**src/pta_pkg.sv**
```systemverilog
`timescale 1ns / 1ps
// ----------------------------------------------------------------------------
// pta_pkg
// Shared types and constants of the primitive triangle assembler.
// ----------------------------------------------------------------------------
package pta_pkg;

   localparam int REF_W        = 16;
   localparam int SLOT_W       = 8;
   localparam int MODE_W       = 3;
   localparam int MAX_CORNERS  = 6;
   localparam int CNT_W        = 3;
   localparam int SLOT_CODES   = 1 << SLOT_W;
   localparam int DEF_TRANSFORM_SLOTS = 256;

   localparam logic [MODE_W-1:0] MODE_TRIANGLES  = 3'd0;
   localparam logic [MODE_W-1:0] MODE_STRIP      = 3'd1;
   localparam logic [MODE_W-1:0] MODE_FAN        = 3'd2;
   localparam logic [MODE_W-1:0] MODE_POLYGON    = 3'd3;
   localparam logic [MODE_W-1:0] MODE_QUADS      = 3'd4;
   localparam logic [MODE_W-1:0] MODE_QUAD_STRIP = 3'd5;

   typedef struct packed {
      logic [REF_W-1:0]  vertex_ref;
      logic              shape_start;
      logic [MODE_W-1:0] prim_mode;
      logic              filled;
      logic [SLOT_W-1:0] transform_slot;
   } req_type;

   typedef struct packed {
      logic [REF_W-1:0]  corner_ref;
      logic [SLOT_W-1:0] corner_transform;
      logic              last_of_run;
   } rsp_type;

   // corners completed by one request
   typedef struct packed {
      logic [CNT_W-1:0]                   count;
      logic [SLOT_W-1:0]                  slot;
      logic [MAX_CORNERS-1:0][REF_W-1:0]  refs;
   } batch_type;

endpackage

```
**src/primitive_triangle_assembler_top.sv**
```systemverilog
`timescale 1ns / 1ps
// ----------------------------------------------------------------------------
// primitive_triangle_assembler_top
// Turns a stream of vertex references into triangle corners.
// ----------------------------------------------------------------------------
// Each accepted request is assembled in the cycle it is taken; the corners it
// completes (none, three or six) land in an output batch register and leave
// one per cycle while rsp_stall is low, last_of_run marking the final one. A spare batch register
// takes the next request while the current corners drain, so req_stall rises
// only while both are occupied and does not follow rsp_stall combinationally.
// A request with no corners sends nothing to the output; otherwise the output
// sets the pace at one corner per cycle unless rsp_stall holds it.
// With the output idle, the first corner of a request is offered in the cycle
// after it is taken. Transform slots wrap modulo TRANSFORM_SLOTS.
module primitive_triangle_assembler_top
   import pta_pkg::*;
#(
   parameter int TRANSFORM_SLOTS = DEF_TRANSFORM_SLOTS
) (
   input  logic    clock,
   input  logic    reset,
   input  logic    req_valid,
   output logic    req_stall,
   input  req_type req_data,
   output logic    rsp_valid,
   input  logic    rsp_stall,
   output rsp_type rsp_data
);

   batch_type batch;
   logic      free;
   logic      accept;

   assign req_stall = !free;
   assign accept    = req_valid && free;

   pta_assembler #(
      .TRANSFORM_SLOTS (TRANSFORM_SLOTS)
   ) u_assembler (
      .clock  (clock),
      .reset  (reset),
      .accept (accept),
      .req    (req_data),
      .batch  (batch)
   );

   pta_emitter u_emitter (
      .clock     (clock),
      .reset     (reset),
      .load      (accept),
      .batch     (batch),
      .free      (free),
      .rsp_valid (rsp_valid),
      .rsp_stall (rsp_stall),
      .rsp_data  (rsp_data)
   );

endmodule

```
**src/pta_assembler.sv**
```systemverilog
`timescale 1ns / 1ps
// ----------------------------------------------------------------------------
// pta_assembler
// Shape tracking state and triangle corner selection for one request.
// ----------------------------------------------------------------------------
module pta_assembler
   import pta_pkg::*;
#(
   parameter int TRANSFORM_SLOTS = DEF_TRANSFORM_SLOTS
) (
   input  logic      clock,
   input  logic      reset,
   input  logic      accept,
   input  req_type   req,
   output batch_type batch
);

   logic [REF_W-1:0]  first_ff, first_in;
   logic [REF_W-1:0]  r0_ff, r1_ff, r2_ff;
   logic [1:0]        phase_ff, phase_in;
   logic [1:0]        seen_ff, seen_in;

   logic [1:0]        pos;
   logic [1:0]        seen;
   logic [2:0]        pos_inc;
   logic [REF_W-1:0]  cur;
   logic [SLOT_W-1:0] wrap_table [SLOT_CODES];

   for (genvar g = 0; g < SLOT_CODES; g++) begin : g_wrap
      assign wrap_table[g] = SLOT_W'(g % TRANSFORM_SLOTS);
   end

   assign cur      = req.vertex_ref;
   assign pos      = req.shape_start ? 2'd0 : phase_ff;
   assign seen     = req.shape_start ? 2'd0 : seen_ff;
   assign first_in = (seen == 2'd0) ? cur : first_ff;
   assign seen_in  = (seen == 2'd3) ? 2'd3 : seen + 2'd1;
   assign pos_inc  = {1'b0, pos} + 3'd1;

   always_comb begin
      case (req.prim_mode)
         MODE_TRIANGLES:             phase_in = (pos_inc >= 3'd3) ? 2'(pos_inc - 3'd3)
                                                                  : pos_inc[1:0];
         MODE_STRIP, MODE_QUAD_STRIP: phase_in = {1'b0, pos_inc[0]};
         default:                     phase_in = pos_inc[1:0];
      endcase
   end

   always_comb begin
      batch.count = '0;
      batch.slot  = wrap_table[req.transform_slot];
      batch.refs  = '0;
      if (req.filled) begin
         case (req.prim_mode)
            MODE_TRIANGLES: begin
               if (pos == 2'd2 && seen >= 2'd2) begin
                  batch.count   = 3'd3;
                  batch.refs[0] = r1_ff;
                  batch.refs[1] = r0_ff;
                  batch.refs[2] = cur;
               end
            end
            MODE_STRIP: begin
               if (seen >= 2'd2) begin
                  batch.count   = 3'd3;
                  batch.refs[0] = pos[0] ? r0_ff : r1_ff;
                  batch.refs[1] = pos[0] ? r1_ff : r0_ff;
                  batch.refs[2] = cur;
               end
            end
            MODE_FAN, MODE_POLYGON: begin
               if (seen >= 2'd2) begin
                  batch.count   = 3'd3;
                  batch.refs[0] = first_in;
                  batch.refs[1] = r0_ff;
                  batch.refs[2] = cur;
               end
            end
            MODE_QUADS: begin
               if (pos == 2'd3 && seen == 2'd3) begin
                  batch.count   = 3'd6;
                  batch.refs[0] = r2_ff;
                  batch.refs[1] = r1_ff;
                  batch.refs[2] = r0_ff;
                  batch.refs[3] = r2_ff;
                  batch.refs[4] = r0_ff;
                  batch.refs[5] = cur;
               end
            end
            MODE_QUAD_STRIP: begin
               if (pos[0] && seen == 2'd3) begin
                  batch.count   = 3'd6;
                  batch.refs[0] = r2_ff;
                  batch.refs[1] = r1_ff;
                  batch.refs[2] = cur;
                  batch.refs[3] = r2_ff;
                  batch.refs[4] = cur;
                  batch.refs[5] = r0_ff;
               end
            end
            default: ;
         endcase
      end
   end

   always_ff @(posedge clock) begin
      if (reset) begin
         first_ff <= '0;
         r0_ff    <= '0;
         r1_ff    <= '0;
         r2_ff    <= '0;
         phase_ff <= '0;
         seen_ff  <= '0;
      end else if (accept) begin
         first_ff <= first_in;
         r0_ff    <= cur;
         r1_ff    <= r0_ff;
         r2_ff    <= r1_ff;
         phase_ff <= phase_in;
         seen_ff  <= seen_in;
      end
   end

endmodule

```
**src/pta_emitter.sv**
```systemverilog
`timescale 1ns / 1ps
// ----------------------------------------------------------------------------
// pta_emitter
// Hands out the corners of one request one per cycle when not stalled, with a
// spare batch register for the next request while the current corners drain.
// ----------------------------------------------------------------------------
module pta_emitter
   import pta_pkg::*;
(
   input  logic      clock,
   input  logic      reset,
   input  logic      load,
   input  batch_type batch,
   output logic      free,
   output logic      rsp_valid,
   input  logic      rsp_stall,
   output rsp_type   rsp_data
);

   batch_type        batch_ff, batch_in;
   batch_type        hold_ff, hold_in;
   logic [CNT_W-1:0] idx_ff, idx_in;
   logic             take;
   logic             last;
   logic             done;

   assign rsp_valid = (batch_ff.count != '0);
   assign take      = rsp_valid && !rsp_stall;
   assign last      = (idx_ff == batch_ff.count - CNT_W'(1));
   assign done      = !rsp_valid || (take && last);
   assign free      = (hold_ff.count == '0);

   assign rsp_data.corner_ref       = batch_ff.refs[idx_ff];
   assign rsp_data.corner_transform = batch_ff.slot;
   assign rsp_data.last_of_run      = last;

   // load is only raised while the spare register is empty
   always_comb begin
      batch_in = batch_ff;
      hold_in  = hold_ff;
      idx_in   = idx_ff;
      if (take) begin
         idx_in = idx_ff + CNT_W'(1);
      end
      if (done) begin
         idx_in = '0;
         if (!free) begin
            batch_in      = hold_ff;
            hold_in.count = '0;
         end else if (load) begin
            batch_in = batch;
         end else begin
            batch_in.count = '0;
         end
      end else if (load) begin
         hold_in = batch;
      end
   end

   always_ff @(posedge clock) begin
      if (reset) begin
         batch_ff <= '0;
         hold_ff  <= '0;
         idx_ff   <= '0;
      end else begin
         batch_ff <= batch_in;
         hold_ff  <= hold_in;
         idx_ff   <= idx_in;
      end
   end

endmodule

```
**config.mk**
```make
export PLATFORM = sky130hd
export DESIGN_NAME = primitive_triangle_assembler_top
export DESIGN_NICKNAME = d
export VERILOG_FILES = /design/src/pta_pkg.sv /design/src/primitive_triangle_assembler_top.sv /design/src/pta_assembler.sv /design/src/pta_emitter.sv
export SDC_FILE = /design/constraint.sdc
export NUM_CORES = 1
export LEC_CHECK = 0
export ABC_CLOCK_PERIOD_IN_PS = 7700
export BUFFER_PORTS_ARGS = -buffer_cell sky130_fd_sc_hd__clkbuf_2
export CAP_MARGIN = 20
export CORE_ASPECT_RATIO = 1.1
export CORE_MARGIN = 4
export CORE_UTILIZATION = 40
export DETAILED_ROUTE_END_ITERATION = 6
export PLACE_DENSITY = 0.61
export SLEW_MARGIN = 10
export SYNTH_ARGS = -nofsm -noshare
export SYNTH_HDL_FRONTEND = slang
export SYNTH_HIERARCHICAL = 1
export SYNTH_SLANG_ARGS = --single-unit
```
**constraint.sdc**
```tcl
create_clock -name clock -period 7.7 [get_ports clock]
set_clock_uncertainty 0.2 [all_clocks]
set_input_delay 1.54 -clock clock [delete_from_list [all_inputs] [get_ports clock]]
set_output_delay 1.54 -clock clock [all_outputs]
set_load 0.02 [all_outputs]
```
==> flow_summary.ini, run 1 <==
[outcome]
status = finished clean

[final_layout]
seq_area_um2 = 5707
fin_nets = 1666
multi_input_area_um2 = 7179
fillers = 3435
num_antenna_cells = 0
finalInstanceArea_um2 = 15500
drive_above_1_share_pct = 12.55
area_growth_pct = 9.369

[synth]
async_flop_share_pct = 0
synth_edf_count = 0
synth_cell_types = 55
seq_area_frac_synth_pct = 40.27
yosysTopAreaCell = dfxtp_1
synth_ff_type = dfxtp_1
synth_area_um2 = 14170
synth.avg_cell_area_um2 = 8.394
yosys_warnings = 6
syn_inst = 1688
syn_nets = 1725
ys_seq_elements = 285
ys_top_cells_by_area = dfxtp_1, nand2_1, a311oi_1, o22a_1, nor2_1
synth_top_area_share_pct = 40.27

[worst_hold_path]
min_path_type = register to register

[clock_tree]
cts_sinks = 285
postCtsHoldBufs = 0
cts_resized = 0
insertion_delay_ps = 510
clk_pin_slew_ps = 60
cts_buffers = 34
cts_buffer_depth = 3
cts_setup_buffers = 0
cts_tree = yes
htree_levels = 2
cts_root_buf = clkbuf_16

[routing]
vias = 12400
finalWirelength_um = 41920
viasPerCell = 5.924
first_pass_iters = 6
wl_per_cell_um = 20.02
drtIter0Drc = 1170
drcViolationCount = 0
ant_nets = 0

[critical_path]
worst_ep_arrival_time_ps = 2600
worstSetupPathType = register to primary output
cp-end-kind = primary output
cp_max_fo = 25
worst_setup_path_start_kind = register
cp.required_ps = 5960

[power_and_ir_drop]
p_leak_nw = 6.029
power_density_nw_per_um2 = 292.4
peakVddDrop_uv = 172.2

[global_routing]
overflow = 0
grt_max_degree = 213
met2_usage_pct = 33.28
grt_pass1_vias = 11570
met3_usage_pct = 3.970
grt_antenna_before_repair = 0
grt.met1_usage_pct = 29.72
grt_busiest_layer = met2
grt_first_pass_wirelength_um = 65720
grt_usage_pct = 21.06

[floorplanning]
row_count = 72
coreArea_um2 = 35040
die-area_um2 = 38500
pin_count = 60
die_x_um = 187.4
die_h_um = 205.4
start_util_pct = 40.43

[place]
numPortBuffers = 59
place_congestion = 0.8172
pre_cts_slack_ps = 3205
placed_area_um2 = 14430
place_hpwl_um = 23780

[sta]
setup_violations = 0
tightest_slew_ps = 1125
rsz0062_at_grt = no
worst_slack_ps = 3362
period_share_pct = 56.34
fmax_mhz = 230.5
finalHoldViolations = 0
fin_crit_ps = 4338
drv_slew = 0
timing.slew.headroom_pct = 25.01
setup_tns_ps = 0

[flow_run]
max_cap_violations = 0
registers in the layout, indices dropped and copies added, names as in the netlist:
register	count
u_assembler/r1_ff	16
u_assembler/r2_ff	16
u_emitter/hold_ff	107
u_assembler/seen_ff	2
u_emitter/rsp_data	8
u_emitter/batch_ff	99
u_assembler/first_ff	16
u_emitter/idx_ff	3
u_assembler/r0_ff	16
u_assembler/phase_ff	2
placed cells by master (no fill, tap or decap), types with 9 or more instances in the layout:
| cell | n |
|---|---|
| a21oi_1 | 124 |
| a222oi_1 | 16 |
| a22o_1 | 17 |
| a22o_2 | 13 |
| a22oi_1 | 47 |
| a311oi_1 | 105 |
| and2_1 | 16 |
| buf_4 | 20 |
| clkbuf_1 | 9 |
| clkbuf_16 | 37 |
| clkbuf_2 | 58 |
| dfxtp_1 | 284 |
| inv_1 | 131 |
| mux2_2 | 16 |
| mux2i_1 | 70 |
| mux4_2 | 16 |
| nand2_1 | 250 |
| nor2_1 | 195 |
| nor3_1 | 9 |
| o22a_1 | 104 |
| o22ai_1 | 32 |
metrics by stage:
step                hold WS, ps  total power, mW  util [%]  cells
global placement          239.7            2.991     41.15   2036
CTS                       252.7            4.562     44.22   2094
floorplan                 231.6            2.691         -   1688
detailed placement        245.1            3.011     41.17   2037
global route              268.3            4.729     44.22   2094
finish                    252.0            4.532     44.22   2094
logic make-up after synthesis:
family	share of synthesized area, %
XOR/XNOR	0.2914
flip-flops	40.27
AO/OA/AOI/OAI	25.91
adder cells (fa/ha/maj)	0.3532
multiplexers	8.760
buffers and inverters	9.537
AND/OR/NAND/NOR	14.88
per-layer routing:
| metal | vias to the layer above | share of wire [%] |
|---|---|---|
| li1 | 5862 | - |
| met1 | 6056 | 45 |
| met2 | 436 | 44 |
| met3 | 50 | 8.3 |
| met4 | 0 | 2.0 |
| met5 | - | 0 |
synth_stat cells (9+ instances only):
| cell type | n |
|---|---|
| a21oi_1 | 124 |
| buf_2 | 32 |
| mux2_2 | 16 |
| dfxtp_1 | 285 |
| nand2_1 | 250 |
| a22o_2 | 13 |
| a311oi_1 | 105 |
| mux4_2 | 16 |
| inv_1 | 131 |
| nor2_1 | 199 |
| buf_1 | 9 |
| o22a_1 | 104 |
| and2_1 | 17 |
| clkbuf_1 | 97 |
| o22ai_1 | 32 |
| mux2i_1 | 70 |
| nor3_1 | 9 |
| a22oi_1 | 47 |
| buf_4 | 33 |
| a222oi_1 | 16 |
| a22o_1 | 17 |
final cells by class:
cell class                      count  area share [%]
Sequential cell                   285           36.83
Multi-Input combinational cell   1096           46.33
Clock buffer                       49           6.459
Clock inverter                      8          0.4360
Timing Repair Buffer               81           3.189
Inverter                          131           3.173
Tap cell                          444           3.585
worst max-delay path: stages, from the launching register on:
cell and delay, ps:
dfxtp_2 580, buf_4 560, mux4_2 320, inv_1 50, o22ai_1 310, clkbuf_2 260
worst paths after layout:
path,from,end,slack (ps),cells past startpoint
min,u_emitter/hold_ff[52],u_emitter/hold_ff[52],250,2
max reg2reg,u_emitter/batch_ff[104],u_emitter/batch_ff[46],4050,8
min reg2reg,u_emitter/hold_ff[52],u_emitter/hold_ff[52],250,2
max,u_emitter/idx_ff[0],rsp_data[21],3360,5
report_power, final:
part	internal, mW	switching [mW]
combinational	0.398	0.657
sequential	1.76	0.168
clock	0.933	0.613
total	3.09	1.44
No activity file was read; power rests on OpenSTA's default activity.
==> run 2: changes to the inputs <==
ABC_AREA = 1   (was unset)
ABC_CLOCK_PERIOD_IN_PS = 3600   (was 7700)
PLACE_DENSITY = 0.63   (was 0.61)
clock period = 3.6 ns   (was 7.7 ns; I/O delays follow)
==> run 2 against run 1 <==
Non-clock buffer count rose by 16. Synthesized cell count rose by 54%. Power rose to 2.5 times the previous value. Global-route usage rose by 0.20 points. Register-to-register slack got worse by 3300 ps.
==> flow_summary.ini, run 2 <==
[critical_path]
slowest_delay_ps = 730
cp_num_buf_inv = 2
cp.required_ps = 2680
r2r_end = u_assembler/r1_ff[10]
slowest_stage = dfxtp_1
path_cells = buf_4 > o21ai_0 > o32ai_1 > nand2_1 > nand2_1 > clkbuf_2
worst_setup_path_start_kind = register
worst_ep_arrival_time_ps = 2470
r2r-start = u_emitter/hold_ff[104]
crit_top_cell = nand2_1
cp_max_fo = 22
crit_family = flip-flops
worstSetupPathType = register to primary output
cp-end-kind = primary output
rrSetupSlack_ps = 780
worst_r2r_path_depth = 9

[global_routing]
grt_max_degree = 113
grt_first_pass_wirelength_um = 75880
grt_pass1_vias = 13780
overflow = 0
grt_usage_pct = 21.26
grt_antenna_before_repair = 0

[routing]
viasPerCell = 5.080
drtIter0Drc = 1455
drcViolationCount = 0
vias = 15600
ant_nets = 0
first_pass_iters = 6
finalWirelength_um = 46950
wl_per_cell_um = 15.29

[floorplanning]
start_util_pct = 40.47
die_h_um = 216.8
die-area_um2 = 42890
pin_count = 60
row_count = 76
die_x_um = 197.8
coreArea_um2 = 39180

[final_layout]
top_regs = u_emitter/hold_ff x107, u_emitter/batch_ff x99
largest_register_ffs = 107
fin_nets = 2576
num_antenna_cells = 0
final_common_cell = nand2_1
stdcell_count = 3070
top_register = u_emitter/hold_ff
area_growth_pct = 8.404
drive_above_1_share_pct = 6.789
final_cell_mix = nand2_1, nor2_1, inv_1

[clock_tree]
htree_levels = 1
cts_buffer_depth = 3
cts_sinks = 285
cts_buffers = 31
cts_setup_buffers = 0
clk_pin_slew_ps = 60
cts_resized = 0
postCtsHoldBufs = 0
insertion_delay_ps = 580
cts_tree = yes
cts_root_buf = clkbuf_16

[synth]
synth.avg_cell_area_um2 = 6.085
yosysTopAreaCell = dfxtp_1
syn_nets = 2643
synth_ff_type = dfxtp_1
ys_seq_elements = 285
synth_cell_types = 33
yosysMostFrequentCell = nand2_1
ys_top_cells_by_area = dfxtp_1, nand2_1, nor2_1, inv_1, o21ai_0
synth_edf_count = 0
seq_area_frac_synth_pct = 35.98
async_flop_share_pct = 0
syn_inst = 2606
synth_area_um2 = 15860
synth_top_area_share_pct = 35.98
synth_common_cells = nand2_1, nor2_1, inv_1, dfxtp_1, o21ai_0
yosys_warnings = 6

[sta]
fin_crit_ps = 3390
whs_ps = 201.3
setup_violations = 0
fmax_mhz = 295.0
timing.slew.headroom_pct = 54.92
setup_tns_ps = 0
rsz0062_at_grt = no
finalHoldViolations = 0
drv_slew = 0
period_share_pct = 94.17
tightest_slew_ps = 676.1

[power_and_ir_drop]
sequentialPowerShare_pct = 40.0
peakVddDrop_uv = 425.8
clkPwrFrac_pct = 28.5
combPwrFrac_pct = 31.5
intPower_mw = 7.218
swShare_pct = 36.55
power_density_nw_per_um2 = 661.9
p_sw_mw = 4.159
p_leak_nw = 8.121

[worst_hold_path]
min-delay-start = req_data[4]
min_path_type = input pin to register
whs_path_depth = 3
hold_end = u_emitter/hold_ff[100]

[place]
place_congestion = 0.8420
dp_cells = 3013
numPortBuffers = 59
place_hpwl_um = 30570

[outcome]
status = finished clean

[flow_run]
max_cap_violations = 0
==> run 2: cell types whose count changed after synthesis, moves of 18 or more <==
cell / previous run / this run
nand2_1: 250 / 720
nor2_1: 199 / 439
o21ai_0: 3 / 204
inv_1: 131 / 299
nand3_1: 0 / 149
a311oi_1: 105 / 0
o22a_1: 104 / 0
mux2i_1: 70 / 1
a21oi_1: 124 / 190
a22oi_1: 47 / 0
buf_2: 32 / 70
clkbuf_1: 97 / 61
nand4_1: 0 / 18
==> run 2: per-layer routing <==
layer	GRT usage (%)	wire length, µm
met2	30.74	19460
met5	0	0
met1	33.37	23410
met3	3.081	3362
met4	4.522	712
==> run 2: worst max-delay path by stage <==
| stage | slack (ps) | endpoint | from | cells past startpoint |
|---|---|---|---|---|
| after floorplan | 750 | u_emitter/batch_ff[28] | req_data[12] | 18 |
| after global placement | 560 | u_emitter/batch_ff[12] | req_data[12] | 16 |
| after detailed placement | 520 | u_emitter/batch_ff[20] | req_data[12] | 17 |
| after CTS | 150 | rsp_data[19] | u_emitter/idx_ff[1] | 6 |
| after global routing | 30 | rsp_data[19] | u_emitter/idx_ff[1] | 6 |
| final | 210 | rsp_data[19] | u_emitter/idx_ff[1] | 6 |
==> run 2: logic make-up (layout without fill, tap and decap cells) <==
group	after synthesis	after routing	synth area share (%)
flip-flops	285	285	35.98
adder cells (fa/ha/maj)	4	4	0.3156
AO/OA/AOI/OAI	458	458	15.38
AND/OR/NAND/NOR	1348	1348	33.94
buffers and inverters	508	465	14.21
multiplexers	1	1	0.06313
XOR/XNOR	2	2	0.1105
==> run 2: metrics by stage <==
step | instance area (µm²) | total power [mW] | utilization [%] | worst slack, ps
6_report | 17190 | 11.38 | 43.87 | 209.8
5_1_grt | 17190 | 12.20 | 43.87 | 33.73
4_1_cts | 17190 | 11.45 | 43.87 | 148.3
2_1_floorplan | 15860 | 7.334 | - | 751.7
3_3_place_gp | 16160 | 8.092 | 41.25 | 559.5
3_5_place_dp | 16160 | 8.172 | 41.25 | 516.1
==> run 2: power groups by stage <==
stage | sequential, mW | clock, mW | combinational, mW
floorplan | 4.47 | 0 | 2.86
global placement | 4.58 | 0 | 3.52
detailed placement | 4.60 | 0 | 3.57
CTS | 4.54 | 3.32 | 3.59
global route | 4.64 | 3.44 | 4.12
finish | 4.55 | 3.25 | 3.59
==> run 2: final cells by class <==
cell class | count | area (µm²)
Sequential cell | 285 | 5705
Clock buffer | 51 | 940.9
Fill cell | 4179 | 21990
Tap cell | 507 | 634.4
Multi-Input combinational cell | 1813 | 7938
Clock inverter | 6 | 87.58
Timing Repair Buffer | 97 | 705.7
Inverter | 311 | 1177
==> run 2: worst reg2reg max path, cell delays in order (launching register included) <==
cell,delay [ps]
dfxtp_1,310
inv_1,60
nand3_1,190
inv_6,340
nand2_1,120
inv_2,70
buf_4,470
buf_4,630
o21ai_0,210
a21oi_1,160
